## config.mk

```make
export PLATFORM = sky130hd
export DESIGN_NAME = vps_mul
export DESIGN_NICKNAME = d
export VERILOG_FILES = /design/src/rtl/vps_mul.sv
export SDC_FILE = /design/constraint.sdc
export NUM_CORES = 2
export LEC_CHECK = 0
export BUFFER_PORTS_ARGS = -buffer_cell sky130_fd_sc_hd__buf_2
export CORE_MARGIN = 2
export CORE_UTILIZATION = 60
export DETAILED_ROUTE_END_ITERATION = 10
export GPL_TIMING_DRIVEN = 0
export HOLD_SLACK_MARGIN = 0.15
export MAX_ROUTING_LAYER = met4
export PLACE_DENSITY = 0.77
export SETUP_SLACK_MARGIN = 0.1
export SLEW_MARGIN = 10
export SYNTH_ARGS = -nofsm -noshare
export SYNTH_HDL_FRONTEND = slang
export SYNTH_SLANG_ARGS = --single-unit
```

## constraint.sdc

```tcl
create_clock -name clk -period 14.1 [get_ports clk]
set_input_delay 2.82 -clock clk [delete_from_list [all_inputs] [get_ports clk]]
set_output_delay 2.82 -clock clk [all_outputs]
set_load 0.03 [all_outputs]
```

## src/rtl/vps_mul.sv

```systemverilog
// ----------------------------------------------------------------------------
// vps_mul
// Q16.16 multiplier, sign-magnitude, truncating toward zero; one register
// stage on the product.
// ----------------------------------------------------------------------------
module vps_mul (
    input  logic               clk,
    input  logic signed [33:0] a,
    input  logic signed [33:0] b,
    output logic signed [51:0] q
);

    logic [33:0] ua;
    logic [33:0] ub;
    logic [65:0] prod_reg;
    logic        neg_reg;
    logic [51:0] pmag;

    assign ua = a[33] ? 34'(-a) : 34'(a);
    assign ub = b[33] ? 34'(-b) : 34'(b);

    always_ff @(posedge clk)
    begin
        prod_reg <= ua[32:0] * ub[32:0];
        neg_reg  <= a[33] ^ b[33];
    end

    assign pmag = {2'b00, prod_reg[65:16]};
    assign q    = neg_reg ? -$signed(pmag) : $signed(pmag);

endmodule

```

## Yosys cells after proc, flatten, opt, wreduce, memory -nomap -nowiden

Cells that the tools add are included.
W data, S select, Z words.

| cells by class | value |
|---|---|
| add/sub/neg operators | 3 |
| $mul | 1 |
| mux-type cells | 3 |
| bitwise operators | 1 |

Operators with widths:

| operator | count |
|---|---|
| $mul A33 B33 Y66 | 1 |
| $mux W33 | 2 |
| $neg A33 Y33 | 2 |
| $mux W52 | 1 |
| $neg A50 Y52 | 1 |
| $xor A1 B1 Y1 | 1 |

| storage, ports and cells | value |
|---|---|
| flip-flop bits (word level) | 67 |
| input bits | 69 |
| output and inout bits | 52 |
| logic and storage cells | 10 |

## Logic depth before layout (Yosys ltp)

| logic depth | value |
|---|---|
| word-level depth | 3 |
| depth in mapped cells | 38 |
| gate-level depth less buffers | 35 |

## Least setup slack after synthesis

No wires, ideal clock.

| timing path | value |
|---|---|
| path kind | input-to-reg |
| start | input a[0] |
| end | register prod_reg[64] |
| setup time | 0.072 ns |
| arrival time | 12.198 ns |
| required time | 14.028 ns |
| path slack | 1.830 ns |
| stages on the path | 36 |
| buffers on the path | 3 |
| cells stage by stage | inv_1 clkbuf_1 ha_1 nand2_1 or4_1 nand2b_1 o41a_1 xnor2_1 clkbuf_1 nor2_1 fa_1 inv_1 fa_1 fa_1 fa_1 inv_1 fa_1 inv_1 fa_1 inv_1 fa_1 inv_1 fa_1 inv_1 ha_1 clkbuf_1 a21oi_1 o21ai_0 or3_1 and3_1 a211o_1 o2111ai_1 nand4_1 and2_1 a221oi_1 xnor2_1 |

| on the way | value |
|---|---|
| longest elaborated chain between the ends | 3 |

Ends and longest elaborated chain:

| element | line | source |
|---|---|---|
| start, declared | 8 | `input logic signed [33:0] a,` |
| $neg A33 Y33 | 19 | `assign ua = a[33] ? 34'(-a) : 34'(a);` |
| $mux W33 * | 19 |  |
| $mul A33 B33 Y66 * | 24 | `prod_reg <= ua[32:0] * ub[32:0];` |
| end signal, assigned | 24 |  |
| end, declared | 15 | `logic [65:0] prod_reg;` |

Every way passes the cells marked *; elsewhere a longest branch is shown, timed or not.

## Final worst setup path

| timing path | value |
|---|---|
| start | input b[0] |
| end | register prod_reg[64] |

| on the way | value |
|---|---|
| longest elaborated chain between the ends | 3 |

Ends and longest elaborated chain:

| element | line | source |
|---|---|---|
| start, declared | 9 | `input logic signed [33:0] b,` |
| $neg A33 Y33 | 20 | `assign ub = b[33] ? 34'(-b) : 34'(b);` |
| $mux W33 * | 20 |  |
| $mul A33 B33 Y66 * | 24 |  |

Marks and branches as above.

==> run summary <==
Routed vias/inst: 5.93
Clk slew on worst S/H paths: 0.07 ns
Max Cap Viol: 0
Root Buffer: clkbuf_16
#FFs+latches synth: 51
Grt met3 use: 14.7%
WL per Instance: 25.7 um
WL final: 136 mm
Top_reg_cell synth: dfxtp_1
Worst-path maximum fanout: 10
Number of global-route vias before repair: 32100
GPL Wtd Cong: 1.11
Core region area: 61600 um2
Largest net degree at the start of global routing: 19
Outcome: finished clean
Required @ worst endpoint: 14.31 ns
Final period utilization: 98.7%
Slowest stage delay, CP: 0.78 ns
Most frequent cell after synthesis: inv_1
Arrival time worst endpoint: 14.13 ns
Critical path capture point type: register
Mapped Nets: 5593
IO Count: 121
Fillers: 5384
Die ar.: 64100 um2
Final hold vios: 0
Router iterations before antenna repair: 6
CTS Buf Count: 5
Iteration-0 DRC Markers: 3171
Area leader, netlist: fa_1
Synth warnings: 0
Max-slew violation count: 0
Fmax: 71.8 MHz
CTS tree: built
Area growth from synthesis to layout: 6.61%
Num Clock Sinks: 51
CTS Hold Buffers Added: 0
Setup-failing EPs final: 0
Post-Syn Area: 37200 um2
Cells after synthesis: 4303
Share of the synthesized area in the top cell type: 51.4%
Fin crit period: 13.92 ns
Crit path top cell by count: fa_1
# H-tree levels: 2
Crit path kind: primary input to register
DR DRC count: 0
Initial core utilization: 60.5%
Vias: 31400
GR Util met2: 64.7%
Die H: 253 um
HPWL after DPL: 118 mm
First-pass GRT wire length: 200 mm
Fin area: 39700 um2
Worst Max-Slew Pin Slew: 1.44 ns
Layout cells sized above 1: 5.35%
Initial antenna violation count: 8
Netlist cell types: 63
Post-synth EDFFs: 0
Post-DRT Antenna Nets: 0
Congestion Overflow GR: 0
Met1 Resource Use GR: 53.2%
Die X: 253 um
Sequential fraction of the synthesis area: 2.74%
Max reg flops: 50
Syn Area/Cell: 8.66 um2
Synth top cells by count: inv_1, fa_1, nand2_1
Slew headroom: 3.05%
Row count: 91
Placed inst area: 39200 um2
HP Class: primary input to register
RSZ-0062 raised after global routing: false
Crit-path slowest cell: clkbuf_1
GR Util All Layers: 45.2%
Crit start category: primary input
Gr busiest metal: met2
Count of input and output buffers: 117
Post-synth ARST share: 0%
Clk buf depth: 2
Top post-synthesis cells by area: fa_1, inv_1, ha_1
Nets: 5734
WHS: 3.47 ns
-- layout make-up --
type                       instances  area, um2  share of cell area [%]
timing repair buffer             134        790                    1.99
tap                              837       1050                    2.64
inverter                         996       3740                    9.42
buffer                           186        758                    1.91
clock buffer                       5        125                   0.315
antenna                            9       22.5                  0.0567
sequential                        51       1020                    2.57
clock inverter                     3       28.8                  0.0725
multi-input combinational       3070      32200                    81.0
-- critical path: cells and delay by family --
family	cells	cell delay, ns
compound gates	3	1.06
buf+inv	7	1.90
xor+xnor	2	0.97
fa+ha+maj	10	5.12
simple gates	10	2.24
-- per-stage QoR --
step | util, % | setup WS, ns | TNS [ns] | instances
floorplan | - | 1.83 | 0 | 4303
global placement | 63.1 | -1.18 | -18.98 | 5257
detailed placement | 63.7 | -1.12 | -16.83 | 5272
CTS | 64.0 | 0.106 | 0 | 5280
global route | 64.5 | 0.0566 | 0 | 5289
finish | 64.5 | 0.178 | 0 | 5291
-- worst paths after layout --
check	startpoint	end	slack, ns	cells past startpoint
max	b[0]	prod_reg[64]$_DFF_P_	0.18	32
min	a[0]	prod_reg[18]$_DFF_P_	3.47	7
-- cell usage in the layout (no fill, tap or decap), types with 13 or more instances in the layout --
master    netlist  routed
nand2b_1       17      17
ha_1          264     264
nand4_1        17      17
dfxtp_1        51      51
clkbuf_1      181     159
xnor2_2         0      20
xor2_2          0      17
nand2_1       647     647
nor2_1        544     544
buf_2           2     119
o41ai_1        13      13
and2_1         20      20
o21a_1         13      13
a21o_1         25      25
o21ai_0        65      65
o31ai_1        26      26
xnor2_1       138     113
fa_1          957     957
a21oi_1        67      67
xor2_1         87      69
o21bai_1       14      14
clkbuf_2        0      17
inv_1         996     995
nand3_1        16      16
-- per-layer routing --
metal	vias up	wire, um
met2	2077	58000
met1	15800	45900
met4	0	14100
met5	-	0
li1	12900	-
met3	639	18100
-- what timing repair did --
item                                    in CTS  in global routing
pin swaps                                    0                  1
buffers inserted                             0                  2
gates resized for setup                     11                 61
endpoints found under the setup margin      26                 16
-- kinds of logic after synthesis --
| group | share of synthesized area (%) |
|---|---|
| simple gates | 14.7 |
| compound gates | 4.92 |
| flops | 2.74 |
| mux | 0.0537 |
| buf+inv | 12.0 |
| fa+ha+maj | 60.3 |
| xor+xnor | 5.29 |
Power is not shown: default switching activity piles up to over one toggle a cycle in this logic, so the estimate is an artifact.
