### src/rtl/vps_win_cell.sv
// ----------------------------------------------------------------------------
// vps_win_cell
// One window position: holds a vz and a theta sample, takes its neighbor's
// pair on each shift.
// ----------------------------------------------------------------------------
module vps_win_cell (
    input  logic               clk,
    input  logic               rst_n,
    input  logic               shift,
    input  logic signed [31:0] vz_in,
    input  logic signed [31:0] th_in,
    output logic signed [31:0] vz,
    output logic signed [31:0] th
);

    logic signed [31:0] vz_reg;
    logic signed [31:0] th_reg;

    always_ff @(posedge clk or negedge rst_n)
    begin
        if (!rst_n)
        begin
            vz_reg <= '0;
            th_reg <= '0;
        end
        else if (shift)
        begin
            vz_reg <= vz_in;
            th_reg <= th_in;
        end
    end

    assign vz = vz_reg;
    assign th = th_reg;

endmodule

### config.mk
export PLATFORM = sky130hd
export DESIGN_NAME = vps_win_cell
export DESIGN_NICKNAME = d
export VERILOG_FILES = /design/src/rtl/vps_win_cell.sv
export SDC_FILE = /design/constraint.sdc
export NUM_CORES = 1
export LEC_CHECK = 0
export ABC_CLOCK_PERIOD_IN_PS = 800
export BUFFER_PORTS_ARGS = -buffer_cell sky130_fd_sc_hd__buf_2
export CORE_ASPECT_RATIO = 1.1
export CORE_UTILIZATION = 41
export DETAILED_ROUTE_END_ITERATION = 8
export HOLD_SLACK_MARGIN = 0.12
export PLACE_DENSITY_LB_ADDON = 0.1
export SYNTH_ARGS = -nofsm -noshare
export SYNTH_HDL_FRONTEND = slang
export SYNTH_SLANG_ARGS = --single-unit
### constraint.sdc
create_clock -name clk -period 0.8 [get_ports clk]
set_clock_uncertainty 0.1 [all_clocks]
set_input_delay 0.08 -clock clk [delete_from_list [all_inputs] [get_ports clk]]
set_output_delay 0.08 -clock clk [all_outputs]
set_load 0.01 [all_outputs]
======== After elaboration in Yosys (flattened, before gate mapping) ========
Index checks and enable logic that the tools add are counted.
cells by class
  divide/modulo/power cells ............... 0
  mux-type cells .......................... 0
  multiply operators ...................... 0
  eq/ne operators ......................... 0
  reduce and logical (&&, ||, !) cells .... 0
  shifts and indexed selects .............. 0
  add/subtract/negate cells ............... 0
  bitwise gates (word level) .............. 0
  magnitude comparators ................... 0
word-level totals
  logic and storage cells ................. 2
  memory bits (writable) .................. 0
  memories kept ........................... 0
  latch bits .............................. 0
  input port bits ......................... 67
  register bits ........................... 64
  memory bits (read-only) ................. 0
  output and inout bits ................... 64

======== Depth between registers and ports, before layout ========
  depth after elaboration ................. 0
  depth in mapped cells ................... 3

======== Least setup slack after synthesis ========
Ideal clock, no wire load.
  kind .................................... input to register
  start ................................... input port shift
  end ..................................... register th_reg[10] (netlist: th[10])
  library setup time ...................... 0.125 ns
  cell stages on the path ................. 3
  path buffers ............................ 2
  arrival time ............................ 0.686 ns
  slack ................................... -0.111 ns
  cells stage by stage .................... buf_6 buf_12 mux2_4
RTL lines
  element               RTL line  RTL
  from (decl)           9         input logic shift,
  to (signal assigned)  29        th_reg <= th_in;
  to (decl)             17        logic signed [31:0] th_reg;
No word-level cell between the ends.

======== Worst setup path in the final report ========
  start ................................... register th_reg[20] (netlist: th[20])
  end ..................................... output port th[20]
RTL lines
  element    RTL line  RTL
  to (decl)  13        output logic signed [31:0] th
No word-level cell between the ends.

==> insert_results.sql <==
INSERT INTO impl_metrics (metric_group, metric, value, unit) VALUES
('setup_path', 'ordered_cell_list_for_the_critical_path', 'buf_2', ''),
('hold_path', 'hold_depth', '2', ''),
('detailed_routing', 'vias_per_cell', '4.41', ''),
('run', 'cap_violations', '0', ''),
('cells_and_area', 'layout_common_cells', 'sky130_fd_sc_hd__buf_2, sky130_fd_sc_hd__dfrtp_1, sky130_fd_sc_hd__mux2_4', ''),
('cells_and_area', 'layout.core_utilization', '62.1', '%'),
('cts', 'cts_buffers', '9', ''),
('detailed_routing', 'drt_iter0_markers', '42', ''),
('cts', 'max-clock-path-buffers', '2', ''),
('hold_path', 'timing.hold.worst.class', 'input port to flip-flop', ''),
('setup_path', 'worstSetupPathType', 'flip-flop to output port', ''),
('timing', 'rsz0062_at_grt', 'yes', ''),
('power', 'total_power_divided_by_cell_area', '2070', 'nW/um^2'),
('detailed_routing', 'drt_first_pass_iters', '4', ''),
('timing', 'timing_hold_violations_final', '64', ''),
('die', 'placementRows', '30', ''),
('grt', 'globalRouteTotalUtil', '16.0', '%'),
('setup_path', 'r2r_start', 'vz[10]', ''),
('die', 'die-area', '6860', 'sq um'),
('cells_and_area', 'multi_input_gate_area_in_the_final_layout', '946', 'sq um'),
('timing', 'fmax', '959', 'MHz'),
('setup_path', 'cp.buffers_inverters', '1', ''),
('setup_path', 'critPathTopFamily', 'flip-flops', ''),
('cells_and_area', 'final-seq-area', '1600', 'sq um'),
('cts', 'clk_pin_slew_worst_paths', '0.07', 'ns'),
('die', 'floorplan.initialDensity', '43.0', '%'),
('run_status', 'outcome', 'finished with violations', ''),
('synth', 'synth.yosys.seq_area_share', '59.8', '%'),
('setup_path', 'cp.arrival', '0.86', 'ns'),
('synth', 'synth_cells', '135', ''),
('placement', 'place.detailed.hpwl', '3.77', 'mm'),
('synth', 'syn_avg_cell_area', '19.8', 'sq um'),
('grt', 'grt_first_pass_wirelength', '8.10', 'mm'),
('placement', 'gpl.final_weighted_congestion', '0.727', ''),
('placement', 'place.detailed.instances', '345', ''),
('die', 'io-pin-count', '131', ''),
('hold_path', 'min_delay_worst_endpoint', 'th[18]', ''),
('setup_path', 'startpoint_type', 'flip-flop', ''),
('synth', 'synth_cell_types', '5', ''),
('cells_and_area', 'final_area', '3870', 'sq um'),
('cells_and_area', 'instances_no_fill', '388', ''),
('power', 'power_leakage', '2.07', 'nW'),
('synth', 'yosysWarnings', '0', ''),
('timing', 'min_period', '1.04', 'ns'),
('synth', 'mappedNetlistArea', '2680', 'sq um'),
('setup_path', 'critPathCaptureType', 'output port', ''),
('setup_path', 'cpMaxStageDelayCell', 'sky130_fd_sc_hd__dfrtp_1', ''),
('grt', 'vias_in_the_first_global_route', '1651', ''),
('grt', 'antenna_found_initial', '0', ''),
('cells_and_area', 'fin_nets', '370', ''),
('run_status', 'failing_checks', 'hold timing, setup timing', ''),
('detailed_routing', 'finalWirelength', '5.40', 'mm'),
('cts', 'cts_hold_buffers', '1', ''),
('cts', 'htree_num_levels', '3', ''),
('setup_path', 'rr_worst_depth', '2', ''),
('cells_and_area', 'layout_commonest_cell', 'sky130_fd_sc_hd__buf_2', ''),
('detailed_routing', 'route.antenna.remaining_nets', '0', ''),
('timing', 'setup-violations-final', '128', ''),
('cells_and_area', 'antenna_cells', '0', ''),
('setup_path', 'r2r_end', 'vz[10]', ''),
('timing', 'final.hold.worst_slack', '-0.122', 'ns'),
('timing', 'final_max_slew_viol_count', '0', ''),
('grt', 'grt_max_degree', '35', ''),
('timing', 'setup_slack', '-0.242', 'ns'),
('cts', 'cts_tree', 'yes', ''),
('power', 'vdd_ir_drop_max', '986', 'uV'),
('hold_path', 'timing.hold.worst.start', 'th_in[18]', ''),
('setup_path', 'critical-path-max-stage-delay', '0.39', 'ns'),
('cts', 'cts.sink_count', '64', ''),
('placement', 'dpl_cell_area', '3420', 'sq um'),
('cells_and_area', 'num-fill-cells', '522', '');
==> layer usage <==
metal	part of all wire, %	vias up	global-route usage [%]
li1	-	805	-
met1	43	824	21.0
met2	48	75	24.6
met3	7.3	7	4.84
met4	1.3	0	6.45
met5	0	-	0
==> through the flow <==
stage | setup WS, ns | total power, W
final | -0.242 | 0.00802
after global placement | -0.205 | 0.00521
after floorplan | -0.0793 | 0.00461
after global routing | -0.285 | 0.00841
after CTS | -0.259 | 0.00802
after detailed placement | -0.217 | 0.00523
==> power by group <==
group          internal (W)  switching [W]
logic               0.00106       0.000619
registers           0.00356       0.000182
clock network       0.00142        0.00117
total               0.00604        0.00197
==> worst max-delay path by stage <==
stage	cells past startpoint	end	from	slack (ns)
after floorplan	1	th[10]	th[10]	-0.08
after global placement	3	th[11]	shift	-0.20
after detailed placement	3	vz[28]	shift	-0.22
after CTS	1	th[14]	th[14]	-0.26
after global routing	1	vz[21]	vz[21]	-0.28
final	1	th[20]	th[20]	-0.24
==> synth_stat cells <==
| library cell | number | area (sq um) |
|---|---|---|
| sky130_fd_sc_hd__dfrtp_1 | 64 | 1600 |
| sky130_fd_sc_hd__mux2_2 | 4 | 45.0 |
| sky130_fd_sc_hd__mux2_4 | 60 | 901 |
| sky130_fd_sc_hd__buf_6 | 1 | 11.3 |
| sky130_fd_sc_hd__buf_12 | 6 | 120 |
==> repair_timing <==
action | CTS | global route
gates cloned | 0 | 0
endpoints found under the hold margin | 128 | 64
endpoints found under the setup margin | 128 | 128
pin swaps | 0 | 0
gates resized for setup | 4 | 9
buffers inserted | 17 | 9
==> area by class of cell <==
cell class | instances | area share (%)
flip-flops and latches | 64 | 41.4
repair buffers | 164 | 26.8
multi-input cells | 64 | 24.4
clock buffers | 10 | 3.30
well taps | 80 | 2.58
clock inverters | 6 | 1.55
==> cells by family after synthesis <==
family | count (synthesis) | share of synthesized area (%)
mux | 64 | 35.3
flops | 64 | 59.8
buf+inv | 7 | 4.90
Note: power is estimated with default switching activity, not from simulation.
