==> config.mk <==
export PLATFORM = sky130hd
export DESIGN_NAME = vps_div
export DESIGN_NICKNAME = d
export VERILOG_FILES = /design/src/rtl/vps_pkg.sv /design/src/rtl/vps_div.sv
export SDC_FILE = /design/constraint.sdc
export NUM_CORES = 1
export LEC_CHECK = 0
export BUFFER_PORTS_ARGS = -buffer_cell sky130_fd_sc_hd__buf_2
export CAP_MARGIN = 0
export CORE_UTILIZATION = 45
export CTS_CLUSTER_DIAMETER = 150
export DETAILED_ROUTE_END_ITERATION = 8
export SLEW_MARGIN = 20
export SYNTH_ARGS = -nofsm -noshare
export SYNTH_HDL_FRONTEND = slang
export SYNTH_SLANG_ARGS = --single-unit
==> constraint.sdc <==
create_clock -name clk -period 12.9 [get_ports clk]
set_input_delay 1.935 -clock clk [delete_from_list [all_inputs] [get_ports clk]]
set_output_delay 1.935 -clock clk [all_outputs]
set_load 0.05 [all_outputs]
==> src/rtl/vps_pkg.sv <==
// ----------------------------------------------------------------------------
// vps_pkg
// Shared types, constants and saturation helpers for the VTI PML pressure
// stencil update unit.
// ----------------------------------------------------------------------------
package vps_pkg;

    localparam int STENCIL_HALF_DEF = 8;
    localparam int COEF_NUM         = 8;
    localparam int CFG_IDX_W        = 3;
    localparam int CFG_DATA_W       = 64;
    localparam logic signed [63:0] ONE_Q   = 64'sd65536;
    localparam logic signed [63:0] S32_MAX = 64'sd2147483647;
    localparam logic signed [63:0] S32_MIN = -64'sd2147483648;

    typedef enum logic [CFG_IDX_W-1:0] {
        REG_TIME_STEP    = 3'd0,
        REG_STEP_OVER_DZ = 3'd1,
        REG_ETA          = 3'd2,
        REG_SOURCE_AMP   = 3'd3,
        REG_COEF_12      = 3'd4,
        REG_COEF_34      = 3'd5,
        REG_COEF_56      = 3'd6,
        REG_COEF_78      = 3'd7
    } reg_idx_t;

    typedef struct packed {
        logic               first_of_column;
        logic signed [31:0] vz_lead;
        logic signed [31:0] theta_lead;
        logic signed [31:0] px_now;
        logic signed [31:0] pz_now;
        logic        [30:0] absorb_x;
        logic        [30:0] absorb_z;
        logic        [30:0] vel;
        logic        [30:0] vel_vertical;
        logic        [30:0] density;
        logic signed [31:0] k_now;
        logic               source_here;
    } in_t;

    typedef struct packed {
        logic signed [31:0] px_next;
        logic signed [31:0] pz_next;
        logic signed [31:0] p_next;
        logic               saturated;
    } out_t;

    // one stencil tap: both window differences and its coefficient
    typedef struct packed {
        logic signed [32:0] dvz;
        logic signed [32:0] dth;
        logic signed [31:0] coef;
    } tap_t;

    function automatic logic signed [31:0] sat32(input logic signed [63:0] v);
        logic signed [31:0] r;
        if (v > S32_MAX)
            r = 32'sh7fffffff;
        else if (v < S32_MIN)
            r = 32'sh80000000;
        else
            r = v[31:0];
        return r;
    endfunction

    function automatic logic clip32(input logic signed [63:0] v);
        return (v > S32_MAX) || (v < S32_MIN);
    endfunction

endpackage

==> src/rtl/vps_div.sv <==
// ----------------------------------------------------------------------------
// vps_div
// Radix-2 restoring divider: (|num| << 16) / den, signed and saturated to
// 32 bits. done pulses as the quotient is registered after the last iteration.
// ----------------------------------------------------------------------------
module vps_div (
    input  logic               clk,
    input  logic               rst_n,
    input  logic               start,
    input  logic signed [48:0] num,
    input  logic        [31:0] den,
    output logic               done,
    output logic signed [31:0] quo,
    output logic               clip
);

    logic               busy_reg;
    logic [5:0]         cnt_reg;
    logic [63:0]        dvd_reg;
    logic [31:0]        rem_reg;
    logic [31:0]        den_reg;
    logic               neg_reg;
    logic               done_reg;
    logic signed [31:0] quo_reg;
    logic               clip_reg;

    logic [48:0]        nmag;
    logic [32:0]        trial;
    logic               ge;
    logic [31:0]        rem_next;
    logic [63:0]        dvd_next;
    logic signed [64:0] sq;

    assign nmag     = num[48] ? 49'(-num) : 49'(num);
    assign trial    = {rem_reg, dvd_reg[63]};
    assign ge       = trial >= {1'b0, den_reg};
    assign rem_next = ge ? 32'(trial - {1'b0, den_reg}) : trial[31:0];
    assign dvd_next = {dvd_reg[62:0], ge};
    assign sq       = neg_reg ? -$signed({1'b0, dvd_next}) : $signed({1'b0, dvd_next});

    always_ff @(posedge clk or negedge rst_n)
    begin
        if (!rst_n)
        begin
            busy_reg <= 1'b0;
            done_reg <= 1'b0;
            cnt_reg  <= '0;
        end
        else
        begin
            done_reg <= 1'b0;
            if (start)
            begin
                busy_reg <= 1'b1;
                cnt_reg  <= '0;
            end
            else if (busy_reg)
            begin
                cnt_reg <= cnt_reg + 6'd1;
                if (cnt_reg == 6'd63)
                begin
                    busy_reg <= 1'b0;
                    done_reg <= 1'b1;
                end
            end
        end
    end

    always_ff @(posedge clk)
    begin
        if (start)
        begin
            dvd_reg <= {nmag[47:0], 16'h0000};
            rem_reg <= '0;
            den_reg <= den;
            neg_reg <= num[48];
        end
        else if (busy_reg)
        begin
            dvd_reg <= dvd_next;
            rem_reg <= rem_next;
            if (cnt_reg == 6'd63)
            begin
                quo_reg  <= vps_pkg::sat32(sq[63:0]);
                clip_reg <= (dvd_next[63] && !neg_reg) || vps_pkg::clip32(sq[63:0]);
            end
        end
    end

    assign done = done_reg;
    assign quo  = quo_reg;
    assign clip = clip_reg;

endmodule

Yosys cells after proc, flatten, opt, wreduce, memory -nomap -nowiden. Index checks and enable logic that the tools add are counted.

Word-level logic and storage cells: 39. Bits of input ports: 84. Register bits: 170. Output and inout port bits: 34.

Reduce and logical (&&, ||, !) cells: 6. Add/sub/neg operators: 4. Muxes and demuxes: 14. Equality and inequality tests: 1. Bitwise gates (word level): 1. Magnitude comparators: 3.

Operator list (number): 64-bit two-way mux (3); 64-bit by 32-bit > comparator with 1-bit output, second input constant (1); 64-bit by 32-bit less-than comparator with 1-bit output, second input constant (1); 32-bit two-way mux (2); 64-bit negator (1); 48-bit two-way mux (1); 48-bit negator (1); 33-bit by 32-bit greater-or-equal comparator with 1-bit output (1); 32-bit subtractor (1); 6-bit two-way mux (2); 6-bit by 1-bit adder with 6-bit output, second input constant (1); 6-bit equality test, second input constant (1); 1-bit two-way mux (6); 3-bit AND reduction (1); 1-bit logical OR (2); 2-bit nonzero test (1); 1-bit logical AND (1); 1-bit logical NOT (1); 1-bit inverter (1).

Logic depth before layout (Yosys ltp).
Word-level depth: 6. Depth in mapped cells: 26.

Least setup slack after synthesis. No wires, ideal clock.

Kind: register to register. From: reg den_reg[26]. To: reg quo_reg[10], in the netlist quo[10] (data pin). Library setup time: 0.276 ns. Clock period less this slack: 5.473 ns. Arrival: 5.197 ns. Required time: 12.624 ns. Stages on the path, launching flop included: 25. Path slack: 7.427 ns. Path through: edfxtp_1 -> inv_1 -> ha_1 -> and3_1 -> and3_1 -> a221o_1 -> a21oi_1 -> nand2_1 -> inv_2 -> clkbuf_1 -> clkbuf_1 -> ha_1 -> nand2b_1 -> nor3_2 -> nand2_1 -> clkbuf_1 -> o31ai_1 -> xnor2_1 -> nor4_1 -> o2111ai_1 -> nor4_2 -> nand4_1 -> nor4_4 -> buf_6 -> o22ai_2.

Cells in the longest elaborated chain, start to end: 5.

RTL lines: from (decl) (RTL line vps_div.sv:21) `logic [31:0] den_reg;`; from (signal assigned) (RTL line vps_div.sv:75) `den_reg <= den;`; 33-bit by 32-bit greater-or-equal comparator with 1-bit output (*) (RTL line vps_div.sv:36) `assign ge = trial >= {1'b0, den_reg};`; 64-bit negator (RTL line vps_div.sv:39) `assign sq = neg_reg ? -$signed({1'b0, dvd_next}) : $signed({1'b0, dvd_next});`; 64-bit two-way mux (*) (RTL line vps_div.sv:39); 64-bit by 32-bit less-than comparator with 1-bit output (RTL line vps_pkg.sv:60) `else if (v < S32_MIN)`; 32-bit two-way mux (RTL line vps_pkg.sv:60); to (signal assigned) (RTL line vps_div.sv:84) `quo_reg <= vps_pkg::sat32(sq[63:0]);`; to (decl) (RTL line vps_div.sv:24) `logic signed [31:0] quo_reg;`.

Every way passes the cells marked *; elsewhere a longest branch is shown, timed or not. A chain may end at the register's enable or synchronous reset.

Worst setup path after layout.
From: reg den_reg[28]. To: reg quo_reg[20], in the netlist quo[20] (data pin).

The elaborated chain is that of the path after synthesis.

==> results.cfg <==
[routing]
drc = 0
vias_per_cell = 5.88
drt-wirelength-per-cell_um = 18.3
ant_nets = 0
totalWireLength_mm = 29.1
drt_pass1_iterations = 5
first_iter_violations = 836
vias = 9371

[placement]
place.detailed.hpwl_mm = 21.1
placed_cell_area_mm2 = 0.0121
numPlacedInstances = 1563
port_buffers = 117
gp_congestion = 0.946

[critical_path]
cp_slowest_stage_delay_ns = 0.75
crit_top_cell = nand2_1
critPathRequiredTime_ns = 13.18
crit_path_max_fanout = 31
cp.arrival_ns = 5.94
end_kind = flop
critPathBufInv = 3
path_class = flop to flop
cp_slowest_cell = or4b_2
cpLargestDelayFamily = simple AND/OR/NAND/NOR gates
path_cells = inv_1, ha_1, and3_1, and3_1, a221o_1, a21oi_1, nand2_1, inv_2, ha_1, nand2b_1, nor3_2, nand2_1, or4b_2, nand2_1, xnor2_1, nand4b_1, nor4_1, nand4_1, o41a_1, buf_4, o22ai_1
crit_path_start_kind = flop

[yosys]
netlist_area_mm2 = 0.0113
syn_area_per_cell_um2 = 9.53
yosys_most_used_dff = edfxtp_1
synthCells = 1182
ys_ff_latch = 170
synth.yosys.seq_area_share_pct = 40.7
synth-async-reset-ratio_pct = 4.71
synth_edf_count = 114
yosysUniqueCellTypes = 76
syn_nets = 1302
ys_warn_count = 0

[die]
dieArea_mm2 = 0.0257
start_util_pct = 46.1
rows = 57
chipWidth_um = 160
io_pins = 118
fp.dieH_um = 160
core_area_mm2 = 0.0245

[layout]
largest_reg_flops = 64
nNetsFinal = 1378
finalNonFillerCells = 1595
drive_gt1_share_pct = 16.1
register_area_mm2 = 0.00459
post-route-util_pct = 52.0
nFillCells = 2259
final_cell_area_mm2 = 0.0127
antenna_cells = 0
multi_input_area_mm2 = 0.00619
area_growth_pct = 12.9

[global_route]
grt.total_usage_pct = 23.0
grt_remaining_overflow = 0
grt_pass1_wl_mm = 46.6
grt_max_degree = 70
antenna_found_initial = 0
grt_pass1_vias = 8589

[timing]
finalSetupViolCount = 0
setup_tns_ns = 0
timing.fmax_mhz = 177
tightest_slew_ns = 0.779
finalCriticalPeriod_ns = 5.66
slew_headroom_pct = 48.1
post-route-period-util_pct = 43.9
finalHoldViolations = 0
finalClockSkew_ns = 0.0127
rsz0062_at_grt = no
drv_slew = 0

[power]
ir_drop_v = 0.000129
leakage_uw = 0.00509
p_per_area_mw_per_mm2 = 169

[job]
maxCapViolCount = 0

[cts]
insertion_delay_ns = 0.44
cts_tree = built
cts.htree.levels = 4
cts_buffer_depth = 2
ctsResizeCount = 0
post_cts_buffers = 0
root_buffer = clkbuf_16
cts_sinks = 170
cts_buffers = 17
cts_hold_buf = 0
clkTransAtPathRegs_ns = 0.07

[status]
status = finished clean

[hold_path]
hold_path.class = flop to flop
worst register-to-register path, cell delays in order (launching register included):
cell      delay, ns
edfxtp_1       0.33
inv_1          0.04
ha_1           0.35
and3_1         0.24
and3_1         0.24
a221o_1        0.30
a21oi_1        0.46
nand2_1        0.16
inv_2          0.09
ha_1           0.16
nand2b_1       0.13
nor3_2         0.30
nand2_1        0.35
or4b_2         0.75
nand2_1        0.11
xnor2_1        0.13
nand4b_1       0.12
nor4_1         0.26
nand4_1        0.18
o41a_1         0.34
buf_4          0.24
o22ai_1        0.20
cells in the final DEF, fill, tap and decap left out, types with 48 or more instances in the layout:
| cell | netlist | layout |
|---|---|---|
| buf_2 | 4 | 116 |
| edfxtp_1 | 114 | 114 |
| nand2_1 | 94 | 94 |
| nor2_1 | 85 | 84 |
| xnor2_1 | 83 | 82 |
| o21ai_0 | 59 | 59 |
| a22o_1 | 57 | 57 |
| a21oi_1 | 49 | 49 |
| inv_1 | 49 | 48 |
| dfxtp_1 | 48 | 48 |
final cells by class:
type	count	area share, %
Clock buffer	17	3.34
Clock inverter	15	1.78
Inverter	50	1.48
Multi-Input combinational cell	888	48.7
Sequential cell	170	36.1
Tap cell	324	3.19
Timing Repair Buffer	131	5.45
report_power, final:
| group | internal [uW] | switching, uW | total (uW) | leakage [uW] |
|---|---|---|---|---|
| clock network | 302 | 256 | 558 | 0.000315 |
| logic | 353 | 483 | 836 | 0.00313 |
| registers | 672 | 83.5 | 755 | 0.00164 |
| total | 1330 | 823 | 2150 | 0.00509 |
final timing paths:
check,endpoint,depth (start not counted),from,slack [ns]
min in group asynchronous,cnt_reg[5]$_DFFE_PN0P_,1,rst_n,1.33
setup / recovery,quo[20]$_SDFFCE_PN1P_,21,den_reg[28]$_DFFE_PP_,7.24
setup reg to reg,quo[20]$_SDFFCE_PN1P_,21,den_reg[28]$_DFFE_PP_,7.24
hold reg to reg,rem_reg[31]$_SDFFE_PP0P_,2,rem_reg[31]$_SDFFE_PP0P_,0.50
max in group asynchronous,busy_reg$_DFF_PN0_,1,rst_n,11.39
hold / removal,rem_reg[31]$_SDFFE_PP0P_,2,rem_reg[31]$_SDFFE_PP0P_,0.50
cell families (layout without fill, tap and decap cells):
| group | count (synthesis) | after routing | synth area share [%] |
|---|---|---|---|
| muxes | 25 | 25 | 2.24 |
| DFF | 170 | 170 | 40.7 |
| xor gates and xnor gates | 123 | 123 | 9.56 |
| AOI/OAI and AO/OA | 351 | 351 | 22.6 |
| and+or+nand+nor | 353 | 353 | 16.4 |
| adders and majority gates | 36 | 36 | 4.06 |
| buffers and inverters | 124 | 213 | 4.51 |
routing by layer:
metal / track usage (%) / part of all wire [%] / vias to the layer above
li1: - / - / 4627
met1: 33.4 / 49 / 4431
met2: 35.3 / 45 / 284
met3: 3.90 / 5.4 / 29
met4: 5.93 / 1.2 / 0
met5: 0 / 0 / -
synth_stat cells, drive strengths merged (9+ instances only):
| cell type | number | area, um2 |
|---|---|---|
| a211oi | 13 | 97.6 |
| a21o | 16 | 120 |
| a21oi | 49 | 245 |
| a22o | 57 | 499 |
| a311oi | 10 | 87.6 |
| a31oi | 12 | 75.1 |
| and3 | 9 | 56.3 |
| buf | 16 | 103 |
| clkbuf | 58 | 218 |
| dfxtp | 48 | 961 |
| edfxtp | 114 | 3420 |
| ha | 35 | 438 |
| inv | 50 | 188 |
| mux2i | 23 | 230 |
| nand2 | 94 | 353 |
| nand2b | 9 | 56.3 |
| nand3 | 30 | 160 |
| nand4 | 9 | 56.3 |
| nor2 | 85 | 319 |
| nor3 | 20 | 110 |
| nor4 | 17 | 158 |
| o21ai | 59 | 295 |
| o22ai | 34 | 275 |
| o31ai | 32 | 250 |
| o41ai | 19 | 181 |
| or3 | 26 | 163 |
| or4 | 19 | 154 |
| xnor2 | 83 | 727 |
| xor2 | 40 | 350 |
per-stage QoR:
stage          total power, uW  hold WS [ns]  worst slack (ns)
3_3_place_gp              1590         0.479              7.41
4_1_cts                   2160         0.496              7.30
6_report                  2150         0.496              7.24
2_1_floorplan             1390         0.463              7.43
3_5_place_dp              1600         0.489              7.32
5_1_grt                   2290         0.529              6.83
Note: power is estimated with default switching activity, not from simulation.
