$ cat src/rtl/vps_pkg.sv
// ----------------------------------------------------------------------------
// vps_pkg
// Shared types, constants and saturation helpers for the VTI PML pressure
// stencil update unit.
// ----------------------------------------------------------------------------
package vps_pkg;

    localparam int STENCIL_HALF_DEF = 8;
    localparam int COEF_NUM         = 8;
    localparam int CFG_IDX_W        = 3;
    localparam int CFG_DATA_W       = 64;
    localparam logic signed [63:0] ONE_Q   = 64'sd65536;
    localparam logic signed [63:0] S32_MAX = 64'sd2147483647;
    localparam logic signed [63:0] S32_MIN = -64'sd2147483648;

    typedef enum logic [CFG_IDX_W-1:0] {
        REG_TIME_STEP    = 3'd0,
        REG_STEP_OVER_DZ = 3'd1,
        REG_ETA          = 3'd2,
        REG_SOURCE_AMP   = 3'd3,
        REG_COEF_12      = 3'd4,
        REG_COEF_34      = 3'd5,
        REG_COEF_56      = 3'd6,
        REG_COEF_78      = 3'd7
    } reg_idx_t;

    typedef struct packed {
        logic               first_of_column;
        logic signed [31:0] vz_lead;
        logic signed [31:0] theta_lead;
        logic signed [31:0] px_now;
        logic signed [31:0] pz_now;
        logic        [30:0] absorb_x;
        logic        [30:0] absorb_z;
        logic        [30:0] vel;
        logic        [30:0] vel_vertical;
        logic        [30:0] density;
        logic signed [31:0] k_now;
        logic               source_here;
    } in_t;

    typedef struct packed {
        logic signed [31:0] px_next;
        logic signed [31:0] pz_next;
        logic signed [31:0] p_next;
        logic               saturated;
    } out_t;

    // one stencil tap: both window differences and its coefficient
    typedef struct packed {
        logic signed [32:0] dvz;
        logic signed [32:0] dth;
        logic signed [31:0] coef;
    } tap_t;

    function automatic logic signed [31:0] sat32(input logic signed [63:0] v);
        logic signed [31:0] r;
        if (v > S32_MAX)
            r = 32'sh7fffffff;
        else if (v < S32_MIN)
            r = 32'sh80000000;
        else
            r = v[31:0];
        return r;
    endfunction

    function automatic logic clip32(input logic signed [63:0] v);
        return (v > S32_MAX) || (v < S32_MIN);
    endfunction

endpackage

$ cat src/rtl/vps_tap_cell.sv
// ----------------------------------------------------------------------------
// vps_tap_cell
// One stencil tap: loads its window differences and coefficient, then
// rotates along the tap ring so the multiplier always reads the head.
// ----------------------------------------------------------------------------
module vps_tap_cell (
    input  logic          clk,
    input  logic          load,
    input  logic          rotate,
    input  vps_pkg::tap_t load_val,
    input  vps_pkg::tap_t prev,
    output vps_pkg::tap_t tap
);

    vps_pkg::tap_t tap_reg;

    always_ff @(posedge clk)
    begin
        if (load)
            tap_reg <= load_val;
        else if (rotate)
            tap_reg <= prev;
    end

    assign tap = tap_reg;

endmodule

$ cat config.mk
export PLATFORM = sky130hd
export DESIGN_NAME = vps_tap_cell
export DESIGN_NICKNAME = d
export VERILOG_FILES = /design/src/rtl/vps_pkg.sv /design/src/rtl/vps_tap_cell.sv
export SDC_FILE = /design/constraint.sdc
export NUM_CORES = 1
export LEC_CHECK = 0
export ABC_AREA = 1
export BUFFER_PORTS_ARGS = -buffer_cell sky130_fd_sc_hd__buf_2
export CORE_MARGIN = 5
export CORE_UTILIZATION = 37
export CTS_BUF_LIST = sky130_fd_sc_hd__clkbuf_8 sky130_fd_sc_hd__clkbuf_16
export CTS_CLUSTER_SIZE = 25
export DETAILED_ROUTE_END_ITERATION = 10
export GPL_TIMING_DRIVEN = 1
export PLACE_DENSITY = 0.76
export SLEW_MARGIN = 15
export SYNTH_ARGS = -nofsm -noshare
export SYNTH_HDL_FRONTEND = slang
export SYNTH_SLANG_ARGS = --single-unit
$ cat constraint.sdc
create_clock -name clk -period 2.4 [get_ports clk]
set_clock_uncertainty 0.2 [all_clocks]
set_input_delay 0.36 -clock clk [delete_from_list [all_inputs] [get_ports clk]]
set_output_delay 0.36 -clock clk [all_outputs]
set_load 0.01 [all_outputs]
# Yosys cells after proc, flatten, opt, wreduce, memory -nomap -nowiden
# Cells that the tools add are included.
# op_classes
muxes,2
reduce_logical,1
# ops
operator,count
$mux 98,2
$reduce_bool 2->1,1
# word_totals
wordCells,6
output_inout_bits,98
register_bits,98

# Logic depth before layout (Yosys ltp)
# Gate-level depths: netlist of run 1.
# logic_depth
depth_word,2
mapped_depth,6

# Worst setup path before layout of run 1
# Ideal clock, no wire load.
# synth_timing
kind,in2reg
from,input load
to,"register tap_reg, in the netlist tap[0] (enable)"
slack_ns,-0.074
setup_ns,0.415
arrival_time_ns,1.859
required_ns,1.785
path_stages,3
cell_sequence,buf_4 -> buf_6 -> or2_2
# synth_via
elab_chain_len,1
# synth_rtl
item,line_no,source
"start, declared",vps_tap_cell.sv:8,"input logic load,"
$reduce_bool 2->1 (no source line),-,
"end signal, assigned",vps_tap_cell.sv:20,tap_reg <= load_val;
"end signal, assigned",vps_tap_cell.sv:22,tap_reg <= prev;
"end, declared",vps_tap_cell.sv:15,vps_pkg::tap_t tap_reg;
# No other way between the ends.
# A chain may end at the register's enable or synchronous reset.

# Worst setup path in the final report of run 1
# layout_timing
from,"register tap_reg, in the netlist tap[46]"
to,output tap[46] (netlist bit)
# layout_lines
item,line_no,source
"end, declared",vps_tap_cell.sv:12,output vps_pkg::tap_t tap
# No word-level cell between the ends.

==> results_dict.tcl, run 1 <==
set metrics [dict create \
    finalSetupViolCount 0 \
    period_share_pct 61.2 \
    status "finished, final reports clean" \
    power_density_nw_per_um2 695 \
    coreArea_sq_um 11000 \
    max_stage_delay_ns 0.42 \
    dr_total_vias 3820 \
    synth_cell_types 7 \
    clock-sinks 98 \
    grt_max_degree 99 \
    relSlewSlack_pct 40.0 \
    synth_most_common_cell "nand2_1" \
    async_flop_share_pct 0 \
    io_pins 297 \
    synthXorXnorAreaFrac_pct 0 \
    synth_simple_gate_area_share_pct 26.5 \
    largest_reg_flops 98 \
    avgSynthCellArea_sq_um 10.1 \
    dr.pass1.iters 4 \
    avgViaCountPerCell 4.49 \
    worstSetupStartpointType "flip-flop" \
    dp.cells 834 \
    clk_path_buf_depth 2 \
    antenna_found_initial 0 \
    worstPathCellList "buf_2" \
    fmax_ghz 0.681 \
    synth_compound_area_share_pct 0 \
    grt.total_usage_pct 16.7 \
    start_util_pct 38.2 \
    synth.top_cell.area_share_pct 70.2 \
    row_count 38 \
    synth-edff-count 98 \
    hold_path.class "in -> reg" \
    synthMuxAreaShare_pct 0 \
    synthCells 415 \
    grt_pass1_vias 3720 \
    io_buffer_count 296 \
    cts_made_buffers 9 \
    critical-path-slowest-cell "edfxtp_1" \
    critPathBufInv 1 \
    drcViolationCount 0 \
    fin_crit_ns 1.47 \
    dp_hpwl_microns 9560 \
    synth.area.top_cells "edfxtp_1 (70%), nand2_1 (26%), buf_2 (1.9%)" \
    yosysTopAreaCell "edfxtp_1" \
    grt_first_pass_wirelength_microns 17600 \
    syn-cell-area_sq_um 4190 \
    hold_buffers 0 \
    rsz0062_at_grt "no" \
    dieArea_sq_um 13600 \
    post-cts-setup-buffers 0 \
    worstMarginPinSlew_ns 0.900 \
    hold_end "tap[56]" \
    place_congestion 0.800 \
    overflow 0 \
    clk_pin_slew_ns 0.07 \
    crit_path_end_kind "primary output" \
    drv_slew 0 \
    crit_family "flip-flops" \
    p_leak_nw 3.22 \
    drtIter0Drc 182 \
    fin_cells 850 \
    fp.dieH_microns 116 \
    critPathMaxFanout 1 \
    path_class "reg -> out" \
    cts_root_buffer "clkbuf_16" \
    area_growth_pct 44.6 \
    drt-total-wl_microns 12200 \
    yosys_warnings 0 \
    h-tree-depth 3 \
    cp_data_required_time_ns 1.84 \
    holdPathStages 3 \
    cp.arrival_ns 0.91 \
    cts_tree "yes" \
    synth_adder_area_share_pct 0 \
    wire_per_inst_microns 14.4 \
    synthTopCellsByCount "nand2_1 (294), edfxtp_1 (98), buf_2 (16)" \
    ir_drop_uv 440 \
    setup_tns_ns 0 \
    finalPower_mw 4.21 \
    cts_resized 0 \
    final_nets 904 \
    synth_seq_cells 98 \
    final_layout_size_suffix_gt1_share_pct 44.5 \
    ant_nets 0 \
    hold_viol_final 0 \
    die_w_microns 116 \
    seq_area_frac_synth_pct 70.2 \
    max-cap-violations 0 \
    synth_top_family_by_area "simple AND/OR/NAND/NOR gates" \
    synth_flop_cell "edfxtp_1" \
    hp-start "prev[56]" \
    antenna_cells 0 \
    syn_nets 614 \
]
## worst max path at each step
stage | start | cells past startpoint | end
5_1_grt | load | 4 | tap[53]
4_1_cts | tap[46] | 1 | tap[46]
3_3_place_gp | load | 4 | tap[51]
3_5_place_dp | load | 4 | tap[51]
2_1_floorplan | load | 3 | tap[0]
6_report | tap[46] | 1 | tap[46]
## cell usage in the layout (no fill, tap or decap)
cell / netlist / routed
buf_12: 0 / 2
buf_2: 16 / 295
buf_4: 1 / 3
bufinv_16: 0 / 1
clkbuf_16: 0 / 9
clkinv_1: 0 / 2
clkinv_2: 0 / 3
clkinvlp_4: 0 / 1
edfxtp_1: 98 / 98
inv_4: 1 / 1
nand2_1: 294 / 294
or2_4: 0 / 1
## cells by family (layout without fill, tap and decap cells)
logic type / count (synthesis) / after routing
AND/OR/NAND/NOR: 295 / 295
flip-flops: 98 / 98
buffers and inverters: 22 / 317
## stage by stage
stage	utilization [%]	worst slack, ns	hold slack, ns	area (sq um)
2_1_floorplan	-	0.412	0.339	4190
3_3_place_gp	52.6	0.714	0.422	5780
3_5_place_dp	52.6	0.680	0.426	5780
4_1_cts	55.2	0.912	0.0747	6060
5_1_grt	55.2	0.851	0.0817	6060
6_report	55.2	0.931	0.0880	6060
## area by class of cell
| cell class | instances | area [sq um] |
|---|---|---|
| Fill cell | 971 | 4920 |
| Sequential cell | 98 | 2940 |
| Multi-Input combinational cell | 295 | 1110 |
| Clock inverter | 7 | 60.1 |
| Inverter | 1 | 6.26 |
| Timing Repair Buffer | 300 | 1540 |
| Clock buffer | 9 | 225 |
| Tap cell | 140 | 175 |
## per-layer routing
layer	track usage, %	share of wire [%]	up-vias
met5	0	0	-
met4	7.27	2.4	0
met3	4.87	12	22
met2	29.6	50	218
met1	18.6	36	1669
li1	-	-	1911
## power by group
group	leakage [nW]	internal, mW	switching, mW
Sequential	1.01	2.10	0.0468
Clock	0.140	0.795	0.587
Combinational	2.08	0.300	0.384
(Power assumes the default switching activity.)
==> run 2, diff against run 1 <==
- clock period: 2.4 -> 1.35 ns (I/O delays scaled with it)
==> results_dict.tcl, run 2 <==
set metrics [dict create \
    syn-cell-area_sq_um 4190 \
    async_flop_share_pct 0 \
    fp.dieH_microns 116 \
    lastStage "clock tree synthesis" \
    seq_area_frac_synth_pct 70.2 \
    clk_path_buf_depth 2 \
    cts_root_buffer "clkbuf_16" \
    synth_top_family_by_area "simple AND/OR/NAND/NOR gates" \
    synth_compound_area_share_pct 0 \
    synth-edff-count 98 \
    status "stopped before the end" \
    cts_resized 0 \
    synth.top_cell.area_share_pct 70.2 \
    clock-sinks 98 \
    synth_adder_area_share_pct 0 \
    place_congestion 0.825 \
    synth.area.top_cells "edfxtp_1 (70%), nand2_1 (26%), buf_2 (1.9%)" \
    yosysTopAreaCell "edfxtp_1" \
    avgSynthCellArea_sq_um 10.1 \
    start_util_pct 38.2 \
    syn_nets 614 \
    row_count 38 \
    synthTopCellsByCount "nand2_1 (294), edfxtp_1 (98), buf_2 (16)" \
    die_w_microns 116 \
    synthXorXnorAreaFrac_pct 0 \
    synthMuxAreaShare_pct 0 \
    post-cts-setup-buffers 0 \
    synth_simple_gate_area_share_pct 26.5 \
    synth_flop_cell "edfxtp_1" \
    synthCells 415 \
    hold_buffers 171 \
    dp_hpwl_microns 9970 \
    synth_seq_cells 98 \
    placed_cell_area_sq_um 5840 \
    synth_most_common_cell "nand2_1" \
    io_buffer_count 296 \
    h-tree-depth 3 \
    synth_cell_types 7 \
    io_pins 297 \
    stop_error "[ERROR RSZ-0060] Max buffer count reached." \
    cts_made_buffers 9 \
    yosys_warnings 0 \
]
==> run 2: cell counts after synthesis <==
Identical to the previous run, type by type.
==> run 2: cells by family after synthesis <==
| logic type | after synthesis |
|---|---|
| flops | 98 |
| buf+inv | 22 |
| simple gates | 295 |
==> run 2: stage by stage <==
step	worst slack (ns)	setup TNS, ns	hold WS (ns)	std cells	util (%)
after floorplan	-0.433	-42.45	0.181	415	-
after global placement	0.0422	0	0.264	837	53.1
after detailed placement	0.00561	0	0.267	837	53.1
==> run 3, diff against run 2 <==
- CORE_UTILIZATION: 37 -> 35
- CTS_BUF_LIST: sky130_fd_sc_hd__clkbuf_8 sky130_fd_sc_hd__clkbuf_16 -> default
- CTS_CLUSTER_SIZE: 25 -> default
- PLACE_DENSITY: 0.76 -> default
- PLACE_DENSITY_LB_ADDON: default -> 0.15
- clock period: 1.35 -> 1.8 ns (I/O delays scaled with it)
==> results_dict.tcl, run 3 (synthesis gave the netlist of run 1 again) <==
set metrics [dict create \
    drv_slew 0 \
    largest_reg_flops 98 \
    die_w_microns 119 \
    drcViolationCount 0 \
    final_nets 988 \
    fin_crit_ns 1.70 \
    dieArea_sq_um 14300 \
    finalPower_mw 5.98 \
    cts_root_buffer "clkbuf_16" \
    worstPathCellList "dlygate4sd3_1, buf_2, nand2_1, nand2_1, dlygate4sd3_1" \
    grt_pass1_vias 4157 \
    hold_viol_final 0 \
    grt.total_usage_pct 17.8 \
    hold_path.class "in -> reg" \
    worstMarginPinSlew_ns 0.512 \
    cts_resized 0 \
    cp_data_required_time_ns 1.68 \
    p_leak_nw 3.60 \
    worstSetupStartpointType "input port" \
    setup_slack_ns 0.0978 \
    h-tree-depth 3 \
    grt_max_degree 54 \
    hold_buffers 80 \
    power_density_nw_per_um2 859 \
    layout_common_cells "buf_2 (295), nand2_1 (294), edfxtp_1 (98)" \
    final_common_cell "buf_2" \
    ir_drop_uv 377 \
    clock-sinks 98 \
    fin_cells 941 \
    status "finished, final reports clean" \
    cts_made_buffers 9 \
    max_stage_delay_ns 0.56 \
    antenna_found_initial 1 \
    wire_per_inst_microns 14.2 \
    multi_input_area_sq_um 1110 \
    critPathMaxFanout 1 \
    area_growth_pct 66.1 \
    avgViaCountPerCell 4.49 \
    drt-total-wl_microns 13400 \
    dp.cells 844 \
    dr_total_vias 4226 \
    fp.dieH_microns 119 \
    critical-path-slowest-cell "dlygate4sd3_1" \
    cts_tree "yes" \
    dp_worst_setup_slack_ns 0.221 \
    num-fill-cells 1021 \
    post-cts-setup-buffers 0 \
    row_count 40 \
    place_congestion 0.792 \
    start_util_pct 35.3 \
    final_layout_size_suffix_gt1_share_pct 40.3 \
    fmax_ghz 0.587 \
    crit_path_end_kind "flip-flop" \
    finalSetupViolCount 0 \
    period_share_pct 94.6 \
    rsz0062_at_grt "no" \
    drtIter0Drc 170 \
    antenna_cells 0 \
    max-cap-violations 0 \
    grt_first_pass_wirelength_microns 19900 \
    path_class "in -> reg" \
    io_buffer_count 296 \
    dr.pass1.iters 4 \
    cp.arrival_ns 1.58 \
    ant_nets 0 \
    overflow 0 \
    seq_area_sq_um 2940 \
    io_pins 297 \
    clk_path_buf_depth 2 \
    coreArea_sq_um 11900 \
    setup_tns_ns 0 \
    relSlewSlack_pct 65.9 \
    dp_hpwl_microns 9860 \
    clk_pin_slew_ns 0.07 \
]
run 3: worst paths after layout:
path                      from  slack [ns]  endpoint  cells after the start
hold / removal    load_val[74]        0.01   tap[74]                      3
setup / recovery      prev[26]         0.1   tap[26]                      5
run 3: final cells by class:
type,instances,share of cell area (%)
tap,147,2.64
timing repair buffer,384,34.4
clock inverter,6,1.31
sequential,98,42.3
clock buffer,10,3.29
multi-input combinational,295,16.0
inverter,1,0.0898
run 3: power by group:
group	switching, mW	internal [mW]
logic	0.554	0.545
clock network	0.801	1.22
registers	0.0626	2.80
total	1.42	4.57
run 3: per-layer routing:
layer	up-vias	global-route usage (%)	part of all wire [%]	wire, microns
met1	1896	18.4	35	4690
met4	2	7.23	2.6	345
li1	2077	-	-	-
met2	223	32.1	51	6820
met5	-	0	0.15	20
met3	28	6.79	11	1510
run 3: stage by stage:
step	hold WS (ns)	area, sq um	util, %
2_1_floorplan	0.249	4200	-
3_3_place_gp	0.336	5830	49.2
3_5_place_dp	0.337	5830	49.2
4_1_cts	0.000101	6950	58.6
5_1_grt	0.00717	6960	58.7
6_report	0.0117	6960	58.7
run 3: critical path, delay by kind of cell:
family | cells | cell delay, ns
and+or+nand+nor | 2 | 0.11
buffers and inverters | 3 | 1.21
